File: src/utf8d_pkg.sv
// Shared types and constants for the UTF-8 stream decoder.
// Used by the front end, the task queue, the back end and the top level.
package utf8d_pkg;

  localparam int CP_W     = 21;
  localparam int QDEPTH   = 4;
  localparam int QPTR_W   = $clog2(QDEPTH);
  localparam int QCNT_W   = $clog2(QDEPTH + 1);

  localparam logic [CP_W-1:0] REPLACEMENT_CP = 21'h00FFFD;

  // One decoded byte's worth of output: a run of replacement code points,
  // optionally followed by one final result.
  typedef struct packed {
    logic [1:0]      n_rep;
    logic            has_final;
    logic [CP_W-1:0] cp;
    logic            eot;
  } task_t;

endpackage

File: src/utf8d_front.sv
// Front end: accepts text bytes, tracks the open sequence, emits tasks.
// Depends on utf8d_pkg.
module utf8d_front (
  input  logic                  clk,
  input  logic                  rst,
  input  logic                  accept,
  input  logic [7:0]            text_byte,
  output logic                  push,
  output utf8d_pkg::task_t      push_task
);

  logic [utf8d_pkg::CP_W-1:0] partial_value, partial_value_next;
  logic [1:0]                 bytes_expected, bytes_expected_next;
  logic [1:0]                 bytes_held, bytes_held_next;

  logic [utf8d_pkg::CP_W-1:0] shifted;

  always_comb begin
    shifted             = {partial_value[utf8d_pkg::CP_W-7:0], text_byte[5:0]};
    partial_value_next  = partial_value;
    bytes_expected_next = bytes_expected;
    bytes_held_next     = bytes_held;
    push_task.n_rep     = 2'd0;
    push_task.has_final = 1'b0;
    push_task.cp        = '0;
    push_task.eot       = 1'b0;
    if (bytes_expected != 2'd0 && text_byte[7:6] == 2'b10) begin
      partial_value_next  = shifted;
      bytes_expected_next = bytes_expected - 2'd1;
      bytes_held_next     = bytes_held + 2'd1;
      if (bytes_expected == 2'd1) begin
        push_task.has_final = 1'b1;
        push_task.cp        = shifted;
        partial_value_next  = '0;
        bytes_held_next     = 2'd0;
      end
    end else begin
      if (bytes_expected != 2'd0) begin
        push_task.n_rep = (bytes_held > 2'd2) ? 2'd3 : bytes_held + 2'd1;
      end
      partial_value_next  = '0;
      bytes_expected_next = 2'd0;
      bytes_held_next     = 2'd0;
      if (text_byte == 8'h00) begin
        push_task.has_final = 1'b1;
        push_task.eot       = 1'b1;
      end else if (text_byte inside {[8'h01:8'h7F]}) begin
        push_task.has_final = 1'b1;
        push_task.cp        = {{(utf8d_pkg::CP_W-8){1'b0}}, text_byte};
      end else if (text_byte inside {[8'hC0:8'hDF]}) begin
        partial_value_next  = {{(utf8d_pkg::CP_W-5){1'b0}}, text_byte[4:0]};
        bytes_expected_next = 2'd1;
      end else if (text_byte inside {[8'hE0:8'hEF]}) begin
        partial_value_next  = {{(utf8d_pkg::CP_W-4){1'b0}}, text_byte[3:0]};
        bytes_expected_next = 2'd2;
      end else if (text_byte inside {[8'hF0:8'hF7]}) begin
        partial_value_next  = {{(utf8d_pkg::CP_W-3){1'b0}}, text_byte[2:0]};
        bytes_expected_next = 2'd3;
      end else begin
        push_task.has_final = 1'b1;
        push_task.cp        = utf8d_pkg::REPLACEMENT_CP;
      end
    end
  end

  assign push = accept && (push_task.has_final || push_task.n_rep != 2'd0);

  always_ff @(posedge clk) begin
    if (rst) begin
      partial_value  <= '0;
      bytes_expected <= 2'd0;
      bytes_held     <= 2'd0;
    end else if (accept) begin
      partial_value  <= partial_value_next;
      bytes_expected <= bytes_expected_next;
      bytes_held     <= bytes_held_next;
    end
  end

endmodule

File: src/utf8d_queue.sv
// Short task queue between the front end and the back end.
// Depends on utf8d_pkg.
module utf8d_queue (
  input  logic             clk,
  input  logic             rst,
  input  logic             push,
  input  utf8d_pkg::task_t push_task,
  input  logic             pop,
  output logic             full,
  output logic             nonempty,
  output utf8d_pkg::task_t head
);

  utf8d_pkg::task_t                 mem [utf8d_pkg::QDEPTH];
  logic [utf8d_pkg::QPTR_W-1:0]     wr_ptr;
  logic [utf8d_pkg::QPTR_W-1:0]     rd_ptr;
  logic [utf8d_pkg::QCNT_W-1:0]     count;

  assign full     = (count == utf8d_pkg::QCNT_W'(utf8d_pkg::QDEPTH));
  assign nonempty = (count != '0);
  assign head     = mem[rd_ptr];

  always_ff @(posedge clk) begin
    if (push) begin
      mem[wr_ptr] <= push_task;
    end
  end

  always_ff @(posedge clk) begin
    if (rst) begin
      wr_ptr <= '0;
      rd_ptr <= '0;
      count  <= '0;
    end else begin
      if (push) begin
        wr_ptr <= wr_ptr + 1'b1;
      end
      if (pop) begin
        rd_ptr <= rd_ptr + 1'b1;
      end
      if (push && !pop) begin
        count <= count + 1'b1;
      end else if (pop && !push) begin
        count <= count - 1'b1;
      end
    end
  end

endmodule

File: src/utf8d_back.sv
// Back end: expands queued tasks into result transactions, one per cycle while m_tready does not stall it.
// Depends on utf8d_pkg.
module utf8d_back (
  input  logic                       clk,
  input  logic                       rst,
  input  logic                       head_valid,
  input  utf8d_pkg::task_t           head,
  output logic                       pop,
  output logic                       out_valid,
  input  logic                       out_ready,
  output logic [utf8d_pkg::CP_W-1:0] out_cp,
  output logic                       out_eot,
  output logic                       out_last
);

  logic [1:0]                 idx;
  logic [2:0]                 total;
  logic                       emit;
  logic                       is_rep;
  logic                       item_last;

  assign total     = {1'b0, head.n_rep} + {2'b00, head.has_final};
  assign is_rep    = (idx < head.n_rep);
  assign item_last = ({1'b0, idx} == total - 3'd1);
  assign emit      = head_valid && (!out_valid || out_ready);
  assign pop       = emit && item_last;

  always_ff @(posedge clk) begin
    if (emit) begin
      out_cp   <= is_rep ? utf8d_pkg::REPLACEMENT_CP : head.cp;
      out_eot  <= is_rep ? 1'b0 : head.eot;
      out_last <= item_last;
    end
  end

  always_ff @(posedge clk) begin
    if (rst) begin
      out_valid <= 1'b0;
      idx       <= 2'd0;
    end else begin
      if (emit) begin
        out_valid <= 1'b1;
        idx       <= item_last ? 2'd0 : idx + 2'd1;
      end else if (out_ready) begin
        out_valid <= 1'b0;
      end
    end
  end

endmodule

File: src/utf8_stream_decoder.sv
// UTF-8 stream decoder top level: front end, task queue, back end.
// A byte's task is queued, then its results are registered at the output.
// Throughput: one byte per cycle into the front end while the queue is not
// full; the back end emits a task's results, one per cycle when not stalled.
// Reset (rst, synchronous): closes any open sequence, empties the queue and
// drops any pending result.
module utf8_stream_decoder (
  input  logic        clk,
  input  logic        rst,
  input  logic        s_tvalid,
  output logic        s_tready,
  input  logic [7:0]  s_tdata,   // [7:0] text_byte
  output logic        m_tvalid,
  input  logic        m_tready,
  output logic [23:0] m_tdata,   // [20:0] code_point, [23:21] zero
  output logic        m_tuser,   // [0] end_of_text
  output logic        m_tlast
);

  logic                       full;
  logic                       nonempty;
  logic                       push;
  logic                       pop;
  utf8d_pkg::task_t           push_task;
  utf8d_pkg::task_t           head;
  logic [utf8d_pkg::CP_W-1:0] out_cp;

  assign s_tready = !full;

  utf8d_front u_front (
    .clk       (clk),
    .rst       (rst),
    .accept    (s_tvalid && s_tready),
    .text_byte (s_tdata),
    .push      (push),
    .push_task (push_task)
  );

  utf8d_queue u_queue (
    .clk       (clk),
    .rst       (rst),
    .push      (push),
    .push_task (push_task),
    .pop       (pop),
    .full      (full),
    .nonempty  (nonempty),
    .head      (head)
  );

  utf8d_back u_back (
    .clk        (clk),
    .rst        (rst),
    .head_valid (nonempty),
    .head       (head),
    .pop        (pop),
    .out_valid  (m_tvalid),
    .out_ready  (m_tready),
    .out_cp     (out_cp),
    .out_eot    (m_tuser),
    .out_last   (m_tlast)
  );

  assign m_tdata = {{(24-utf8d_pkg::CP_W){1'b0}}, out_cp};

endmodule
File: config.mk
export PLATFORM = sky130hd
export DESIGN_NAME = utf8_stream_decoder
export DESIGN_NICKNAME = d
export VERILOG_FILES = /design/src/utf8d_pkg.sv /design/src/utf8d_front.sv /design/src/utf8d_queue.sv /design/src/utf8d_back.sv /design/src/utf8_stream_decoder.sv
export SDC_FILE = /design/constraint.sdc
export NUM_CORES = 1
export LEC_CHECK = 0
export BUFFER_PORTS_ARGS = -buffer_cell sky130_fd_sc_hd__buf_2
export CAP_MARGIN = 5
export CORE_UTILIZATION = 60
export CTS_BUF_LIST = sky130_fd_sc_hd__clkbuf_8
export DETAILED_ROUTE_END_ITERATION = 7
export HOLD_SLACK_MARGIN = 0.03
export PLACE_DENSITY = 0.79
export SETUP_SLACK_MARGIN = 0.2
export SLEW_MARGIN = 20
export SYNTH_ARGS = -nofsm -noshare
export SYNTH_HDL_FRONTEND = slang
export SYNTH_SLANG_ARGS = --single-unit
File: constraint.sdc
create_clock -name clk -period 3.8 [get_ports clk]
set_input_delay 0.57 -clock clk [delete_from_list [all_inputs] [get_ports clk]]
set_output_delay 0.57 -clock clk [all_outputs]
set_load 0.05 [all_outputs]
==> flow_metrics.tcl, run 1 <==
set metrics [dict create \
    status "complete, no violations" \
    rsz0062_at_grt "false" \
    place_congestion 0.830 \
    setup.worst_path.start_class "flop" \
    seq_area_frac_synth 0.682 \
    port_buffers 36 \
    fp.dieH_um 105 \
    worstPathMaxFanout 5 \
    worst_pin_slew_ns 0.745 \
    yosysMostFrequentCell "edfxtp_1" \
    drive_above_1_share 0.237 \
    power-per-cell-area_nw_per_um2 680 \
    place_inst 577 \
    fmax_ghz 0.300 \
    arrival_ns 3.71 \
    setup_violations 0 \
    dieArea_um2 11000 \
    syn_area_um2 6330 \
    fin_skew_ns 0.0122 \
    end_kind "flop" \
    worstHoldStart "s_tdata[2]" \
    design_area_um2 7000 \
    stdcell_count 609 \
    peakVddDrop_v 0.000390 \
    wl_um 11300 \
    synthTopCellsByCount "123 x edfxtp_1, 31 x dfxtp_1, 31 x nand2_1" \
    hp-class "in -> reg" \
    r2r_cells 14 \
    track_usage 0.223 \
    p_leak_nw 2.47 \
    synth_top_area_cell "edfxtp_1" \
    rows 37 \
    final_nets 485 \
    ctsHoldBuffers 0 \
    n_antenna_cell 0 \
    clock-sinks 154 \
    core_area_um2 10300 \
    synth_cells 415 \
    ys_types 49 \
    synth_edf_count 123 \
    ys_top_cells_by_area "edfxtp_1 58%, dfxtp_1 9.8%, mux4_2 7.8%" \
    synth-seq-cells 154 \
    final_max_slew_viol_count 0 \
    cts-htree-levels 4 \
    min_to "u_front.partial_value[2]" \
    overflow 0 \
    period_minus_slack_ns 3.34 \
    crit-reg2reg-capture "u_queue.count[2]" \
    period_share 0.878 \
    grt_pass1_wl_um 18000 \
    wl_per_cell_um 18.5 \
    die_w_um 105 \
    cts_root_buf "clkbuf_8" \
    cts_max_path_buffers 2 \
    async_reset_ff_frac 0 \
    syn_avg_cell_area_um2 15.2 \
    ios 40 \
    drtIter0Drc 260 \
    hold_viol 0 \
    dpl-instance-area_um2 6620 \
    hpwlAfterDp_um 7130 \
    grt_pass1_vias 3572 \
    dr.pass1.iters 5 \
    cts-resized-gates 0 \
    cap_violations 0 \
    cts_tree "yes" \
    cts_setup_buffers 0 \
    clkTransAtPathRegs_ns 0.08 \
    critPathKind "reg -> reg" \
    ys.flop_type "edfxtp_1" \
    grt_max_degree 33 \
    clock_latency_ns 0.44 \
    drc 0 \
    tns_ns 0 \
    vias 3545 \
    via_per_inst 5.82 \
    cts_made_buffers 17 \
    timing.reg2reg.setup_slack_ns 0.46 \
    required_ns 4.17 \
    areaGrowthSynthToFinish_pct 10.7 \
    synth_top_area_frac 0.584 \
    ant_nets 0 \
    start_util 0.616 \
    slew_headroom 0.502 \
    antenna_found_initial 0 \
    holdPathStages 3 \
    synth-warning-count 0 \
]
## flip-flops by register name (all words and copies together) (netlist names), named ones only
name / count
u_queue.mem: 100
u_back.out_cp: 21
u_front.partial_value: 15
u_queue.count: 3
u_back.idx: 2
u_front.bytes_expected: 2
u_front.bytes_held: 2
u_queue.rd_ptr: 2
u_queue.wr_ptr: 2
u_back.out_eot: 1
u_back.out_last: 1
u_back.out_valid: 1
## worst max-delay path: stages (launching register included)
cell and delay [ns]:
dfxtp_1 0.46, mux4_2 0.56, inv_1 0.08, ha_1 0.14
ha_1 0.23, xnor2_1 0.19, nor3_1 0.10, and2_1 0.20
inv_1 0.08, ha_1 0.18, inv_1 0.06, fa_1 0.38
xor2_1 0.18, or3_1 0.31, a21oi_1 0.13
## metrics by stage
step,hold WS (ns),power [mW],setup WS (ns),utilization
final,0.409,4.76,0.464,0.681
after global routing,0.401,4.96,0.251,0.681
after CTS,0.382,4.79,0.454,0.681
after detailed placement,0.462,3.63,0.459,0.644
after global placement,0.444,3.59,0.592,0.644
after floorplan,0.432,3.32,0.398,-
## layout by cell type (no fill, tap or decap), types with 3 or more instances in the layout
| master | count |
|---|---|
| mux4_1 | 3 |
| nand2b_1 | 3 |
| o21ai_0 | 8 |
| inv_6 | 3 |
| inv_1 | 24 |
| clkinv_4 | 3 |
| buf_4 | 11 |
| or4_1 | 3 |
| conb_1 | 3 |
| or2_1 | 15 |
| or3_1 | 3 |
| a22oi_1 | 12 |
| mux4_2 | 22 |
| clkbuf_8 | 20 |
| nand2_1 | 31 |
| a21oi_1 | 20 |
| buf_2 | 36 |
| dfxtp_1 | 31 |
| edfxtp_1 | 123 |
| nor2_1 | 20 |
| and2_1 | 11 |
| ha_1 | 12 |
| and2b_2 | 5 |
| nand3_1 | 6 |
| nor3_1 | 6 |
| a21o_1 | 3 |
| a31oi_1 | 3 |
## area by class of cell
class,instances,area (µm²)
fillers,713,3270
inverters,23,86.3
clock inverters,12,111
clock buffers,20,275
repair buffers,47,263
flip-flops and latches,154,4310
multi-input cells,217,1780
well taps,136,170
## metal layers
layer	routed length [µm]	global-route usage	vias to the layer above
met1	4930	0.290	1752
met4	233	0.0885	0
met3	704	0.0661	26
met2	5410	0.357	130
met5	0	0	-
li1	-	-	1637
## kinds of logic after synthesis
kind of cell             after synthesis  synth area share
other                                  1          0.000593
XOR/XNOR                               4           0.00554
AO/OA/AOI/OAI                         59            0.0611
adder cells (fa/ha/maj)               13            0.0269
AND/OR/NAND/NOR                      111            0.0925
multiplexers                          27            0.0939
buffers and inverters                 46            0.0376
flip-flops                           154             0.682
## how the worst max path moves through the flow
| stage | from | end | slack, ns | depth (start not counted) |
|---|---|---|---|---|
| CTS | flop | u_queue.count[2] | 0.45 | 14 |
| finish | flop | u_queue.count[2] | 0.46 | 14 |
| detailed placement | flop | u_queue.count[2] | 0.46 | 14 |
| floorplan | flop | u_queue.count[2] | 0.40 | 16 |
| global placement | flop | u_queue.count[2] | 0.59 | 14 |
| global route | flop | u_queue.count[2] | 0.25 | 14 |
## where the power goes
group / switching, mW / total (mW) / internal, mW
Sequential: 0.0897 / 2.24 / 2.15
Combinational: 0.947 / 1.34 / 0.394
Clock: 0.599 / 1.18 / 0.576
Total: 1.64 / 4.76 / 3.13
(Power assumes the default switching activity.)
==> run 2: changes to the inputs <==
--- a/config.mk
+++ b/config.mk
@@ -11,7 +11,7 @@
 export CTS_BUF_LIST = sky130_fd_sc_hd__clkbuf_8
 export DETAILED_ROUTE_END_ITERATION = 7
 export HOLD_SLACK_MARGIN = 0.03
-export PLACE_DENSITY = 0.79
+export PLACE_DENSITY_LB_ADDON = 0.05
 export SETUP_SLACK_MARGIN = 0.2
 export SLEW_MARGIN = 20
 export SYNTH_ARGS = -nofsm -noshare
==> run 2 against run 1 <==
- sequential power hardly changed
- combinational power hardly changed
- core utilization is 0.34 points higher
- via count is 1.9% lower
- die area stayed put
- register-to-register slack worse by 0.02 ns
- worst hold slack worse by 0.0060 ns
- sequential cell count stayed put
- first-iteration DRC count is 14% lower
- largest cell class unchanged
==> flow_metrics.tcl, run 2 (synthesis gave the netlist of run 1 again) <==
set metrics [dict create \
    cts-htree-levels 4 \
    grt_max_degree 33 \
    hp-class "in -> reg" \
    worst_pin_slew_ns 0.722 \
    p_int_mw 3.19 \
    overflow 0 \
    areaGrowthSynthToFinish_pct 11.2 \
    final_cell_mix "123 x edfxtp_1, 36 x buf_2, 31 x nand2_1, 31 x dfxtp_1, 25 x inv_1" \
    required_ns 4.16 \
    status "complete, no violations" \
    place_congestion 0.841 \
    rows 37 \
    tns_ns 0 \
    fin_util 0.685 \
    final_common_cell "edfxtp_1" \
    clkTransAtPathRegs_ns 0.07 \
    slew_headroom 0.518 \
    fin_skew_ns 0.00732 \
    grt_pass1_wl_um 18900 \
    ant_nets 0 \
    cts_setup_buffers 0 \
    slowest_stage "mux4_2" \
    power-per-cell-area_nw_per_um2 678 \
    critical_path.max_stage_delay_ns 0.57 \
    worstPathMaxFanout 5 \
    power.switching_mw 1.58 \
    fmax_ghz 0.298 \
    hpwlAfterDp_um 7860 \
    rsz0062_at_grt "false" \
    drc 0 \
    fillers 740 \
    top_register "u_queue.mem" \
    arrival_ns 3.72 \
    setup_violations 0 \
    pwr-share-comb 0.287 \
    cts_made_buffers 17 \
    fin_total_pwr_mw 4.77 \
    pwr-share-seq 0.468 \
    cts_max_path_buffers 2 \
    hold_viol 0 \
    clkPwrFrac 0.245 \
    ctsHoldBuffers 0 \
    worstPathCellList "mux4_2, inv_1, ha_1, ha_1, xnor2_1, nor3_1, and2_1, inv_1, ha_1, inv_1, fa_1, xor2_1, or3_1, a21oi_1" \
    dieArea_um2 11000 \
    die_w_um 105 \
    r2r_cells 14 \
    end_kind "flop" \
    clock-sinks 154 \
    cts_root_buf "clkbuf_8" \
    antenna_found_initial 0 \
    peakVddDrop_v 0.000319 \
    vias 3477 \
    setup.worst_path.start_class "flop" \
    via_per_inst 5.73 \
    p_leak_nw 2.48 \
    cts_tree "yes" \
    largestRegisters "u_queue.mem x100, u_back.out_cp x21, u_front.partial_value x15" \
    clock_latency_ns 0.43 \
    switching_share 0.332 \
    port_buffers 36 \
    final_max_slew_viol_count 0 \
    holdPathStages 4 \
    grt_pass1_vias 3514 \
    n_antenna_cell 0 \
    wl_per_cell_um 19.2 \
    drive_above_1_share 0.225 \
    critPathKind "reg -> reg" \
    period_minus_slack_ns 3.36 \
    largest_reg_flops 100 \
    track_usage 0.237 \
    fp.dieH_um 105 \
    final_nets 485 \
    cap_violations 0 \
    start_util 0.616 \
    period_share 0.884 \
    cts-resized-gates 0 \
    wl_um 11600 \
    dr.pass1.iters 5 \
    ios 40 \
    core_area_um2 10300 \
    drtIter0Drc 223 \
]
==> run 2: per-stage QoR <==
stage,cells,setup WS (ns),area (µm²),hold slack [ns]
finish,607,0.442,7040,0.403
floorplan,417,0.398,6330,0.432
CTS,607,0.409,7040,0.387
global route,607,0.209,7040,0.421
global placement,577,0.574,6670,0.441
detailed placement,577,0.423,6670,0.446
==> run 2: worst max-delay path: cells and delay by family (launching register included) <==
family | cells | cell delay (ns)
flops | 1 | 0.49
fa+ha+maj | 4 | 0.91
mux | 1 | 0.57
compound gates | 1 | 0.13
buf+inv | 3 | 0.21
xor+xnor | 2 | 0.36
simple gates | 3 | 0.61
==> run 2: power groups by stage <==
| stage | logic [mW] | registers (mW) | clock network (mW) |
|---|---|---|---|
| after global routing | 1.47 | 2.26 | 1.25 |
| after global placement | 1.36 | 2.26 | 0 |
| after floorplan | 0.591 | 2.73 | 0 |
| final | 1.37 | 2.23 | 1.17 |
| after CTS | 1.39 | 2.24 | 1.19 |
| after detailed placement | 1.39 | 2.28 | 0 |
==> run 2: final timing paths <==
path | from | to | slack [ns]
setup / recovery | flop | u_queue.count[2] | 0.44
setup reg to reg | flop | u_queue.count[2] | 0.44
hold / removal | m_tready | u_back.out_valid | 0.40
hold reg to reg | u_front.bytes_expected[1] | u_front.bytes_expected[1] | 0.45
==> run 2: area by class of cell <==
type                            instances  area (µm²)  area share
Clock buffer                           17         234      0.0332
Clock inverter                         13         138      0.0196
Inverter                               23        86.3      0.0123
Multi-Input combinational cell        217        1780       0.253
Sequential cell                       154        4310       0.613
Tap cell                              136         170      0.0242
Timing Repair Buffer                   47         313      0.0444
==> run 2: layer usage <==
metal | vias to the layer above | GRT usage | share of wire
li1 | 1632 | - | -
met1 | 1731 | 0.321 | 0.44
met2 | 103 | 0.393 | 0.50
met3 | 11 | 0.0462 | 0.051
met4 | 0 | 0.0755 | 0.011
met5 | - | 0 | 0
==> run 3: changes to the inputs <==
==> constraint.sdc (replaced) <==
create_clock -name clk -period 3.19 [get_ports clk]
set_input_delay 0.4785 -clock clk [delete_from_list [all_inputs] [get_ports clk]]
set_output_delay 0.4785 -clock clk [all_outputs]
set_load 0.05 [all_outputs]
==> run 3 against run 2 <==
- final area grew 1.3%
- routed wire length shrank 3.3%
- count of clock-buffer cells in the layout grew 1
- highest routed layer unchanged
- critical path type unchanged
==> flow_metrics.tcl, run 3 (synthesis gave the netlist of run 1 again) <==
set metrics [dict create \
    peakVddDrop_v 0.000574 \
    rows 37 \
    fmax_ghz 0.335 \
    n_antenna_cell 0 \
    p_leak_nw 2.51 \
    areaGrowthSynthToFinish_pct 12.6 \
    setup_violations 0 \
    track_usage 0.224 \
    grt_max_degree 33 \
    ios 40 \
    arrival_ns 3.34 \
    cts_root_buf "clkbuf_8" \
    critical_path.max_stage_delay_ns 0.53 \
    grt_pass1_wl_um 17900 \
    port_buffers 36 \
    place_inst 582 \
    worst-path-buf-inv 3 \
    worst_pin_slew_ns 0.667 \
    tns_ns 0 \
    drtIter0Drc 309 \
    status "complete, no violations" \
    clock-sinks 154 \
    final_cell_mix "123 x edfxtp_1, 36 x buf_2, 31 x nand2_1" \
    wl_per_cell_um 18.2 \
    power-per-cell-area_nw_per_um2 794 \
    wl_um 11300 \
    slew_headroom 0.554 \
    final_nets 496 \
    end_kind "flop" \
    required_ns 3.55 \
    grt_pass1_vias 3488 \
    dieArea_um2 11000 \
    clock_latency_ns 0.43 \
    path_delay_family "adder cells" \
    overflow 0 \
    pre_cts_ws_ns 0.118 \
    final_max_slew_viol_count 0 \
    hp-class "in -> reg" \
    stdcell_count 620 \
    via_per_inst 5.64 \
    drc 0 \
    hold_viol 0 \
    cts_made_buffers 17 \
    fillers 710 \
    cts_max_path_buffers 2 \
    fp.dieH_um 105 \
    setup_ws_ns 0.206 \
    place_congestion 0.832 \
    die_w_um 105 \
    seqCellArea_um2 4320 \
    multi_input_area_um2 1860 \
    rsz0062_at_grt "true" \
    drive_above_1_share 0.277 \
    final_common_cell "edfxtp_1" \
    cap_violations 0 \
    worstPathMaxFanout 4 \
    cts-htree-levels 4 \
    worstPathCellList "mux4_2, inv_2, ha_4, ha_4, xnor2_4, nor3_4, and2_4, inv_2, ha_4, inv_2, fa_2, xor2_1, or3_1, a21oi_2" \
    top_register "u_queue.mem" \
    largestRegisters "u_queue.mem x100, u_back.out_cp x21, u_front.partial_value x15" \
    slowest_stage "mux4_2" \
    largest_reg_flops 100 \
    hpwlAfterDp_um 7520 \
    fin_skew_ns 0.0110 \
    cts_tree "yes" \
    ant_nets 0 \
    setup.worst_path.start_class "flop" \
    start_util 0.616 \
    vias 3499 \
    period_share 0.935 \
    critPathKind "reg -> reg" \
    dr.pass1.iters 4 \
    clkTransAtPathRegs_ns 0.07 \
    antenna_found_initial 0 \
    period_minus_slack_ns 2.98 \
    core_area_um2 10300 \
]
-- run 3: changes by cell type in the layout (fill, tap and decap cells not counted), sizes merged --
cell / delta
buf: +11
bufinv: -3
clkbuf: +1
clkinv: -2
clkinvlp: +3
inv: +3
-- run 3: layout make-up --
| class | count | share of cell area |
|---|---|---|
| sequential | 154 | 0.606 |
| multi-input combinational | 217 | 0.261 |
| timing repair buffer | 58 | 0.0502 |
| clock buffer | 18 | 0.0348 |
| tap | 136 | 0.0239 |
| clock inverter | 14 | 0.0123 |
| inverter | 23 | 0.0121 |
-- run 3: where the power goes --
| group | internal [mW] | leakage, nW | switching (mW) |
|---|---|---|---|
| registers | 2.57 | 1.38 | 0.0977 |
| clock network | 0.547 | 0.180 | 0.682 |
| logic | 0.580 | 0.951 | 1.18 |
| total | 3.69 | 2.51 | 1.96 |
-- run 3: final timing paths --
check / from / to / slack [ns] / cells after the start
min: m_tready / u_back.out_valid / 0.32 / 4
max: flop / u_queue.count[2] / 0.21 / 14
min reg2reg: u_front.bytes_expected[1] / u_front.bytes_expected[1] / 0.46 / 2
max reg2reg: flop / u_queue.count[2] / 0.21 / 14
-- run 3: stage by stage --
step | power [mW] | hold slack (ns) | utilization | area, µm²
after floorplan | 4.02 | 0.432 | - | 6410
after global placement | 4.38 | 0.441 | 0.654 | 6720
after detailed placement | 4.42 | 0.450 | 0.654 | 6720
after CTS | 5.65 | 0.300 | 0.689 | 7080
after global routing | 5.92 | 0.330 | 0.693 | 7130
final | 5.66 | 0.321 | 0.693 | 7130
-- run 3: tightest hold or removal path: stages --
cell and delay (ns):
buf_2 0.08, inv_1 0.04, nand2_1 0.06, a21oi_1 0.05
-- run 3: layer usage --
| metal | up-vias | GRT usage | share of wire |
|---|---|---|---|
| met2 | 75 | 0.367 | 0.50 |
| met1 | 1755 | 0.295 | 0.45 |
| met3 | 10 | 0.0568 | 0.039 |
| met4 | 0 | 0.0724 | 0.010 |
| li1 | 1659 | - | - |
| met5 | - | 0 | 0 |
-- run 3: repair_timing --
item                                    in CTS  in global routing
pin swaps                                    0                  6
setup buffers                                3                  3
resized for setup                            3                  3
endpoints found under the setup margin       2                  2
hold buffers                                 0                  0
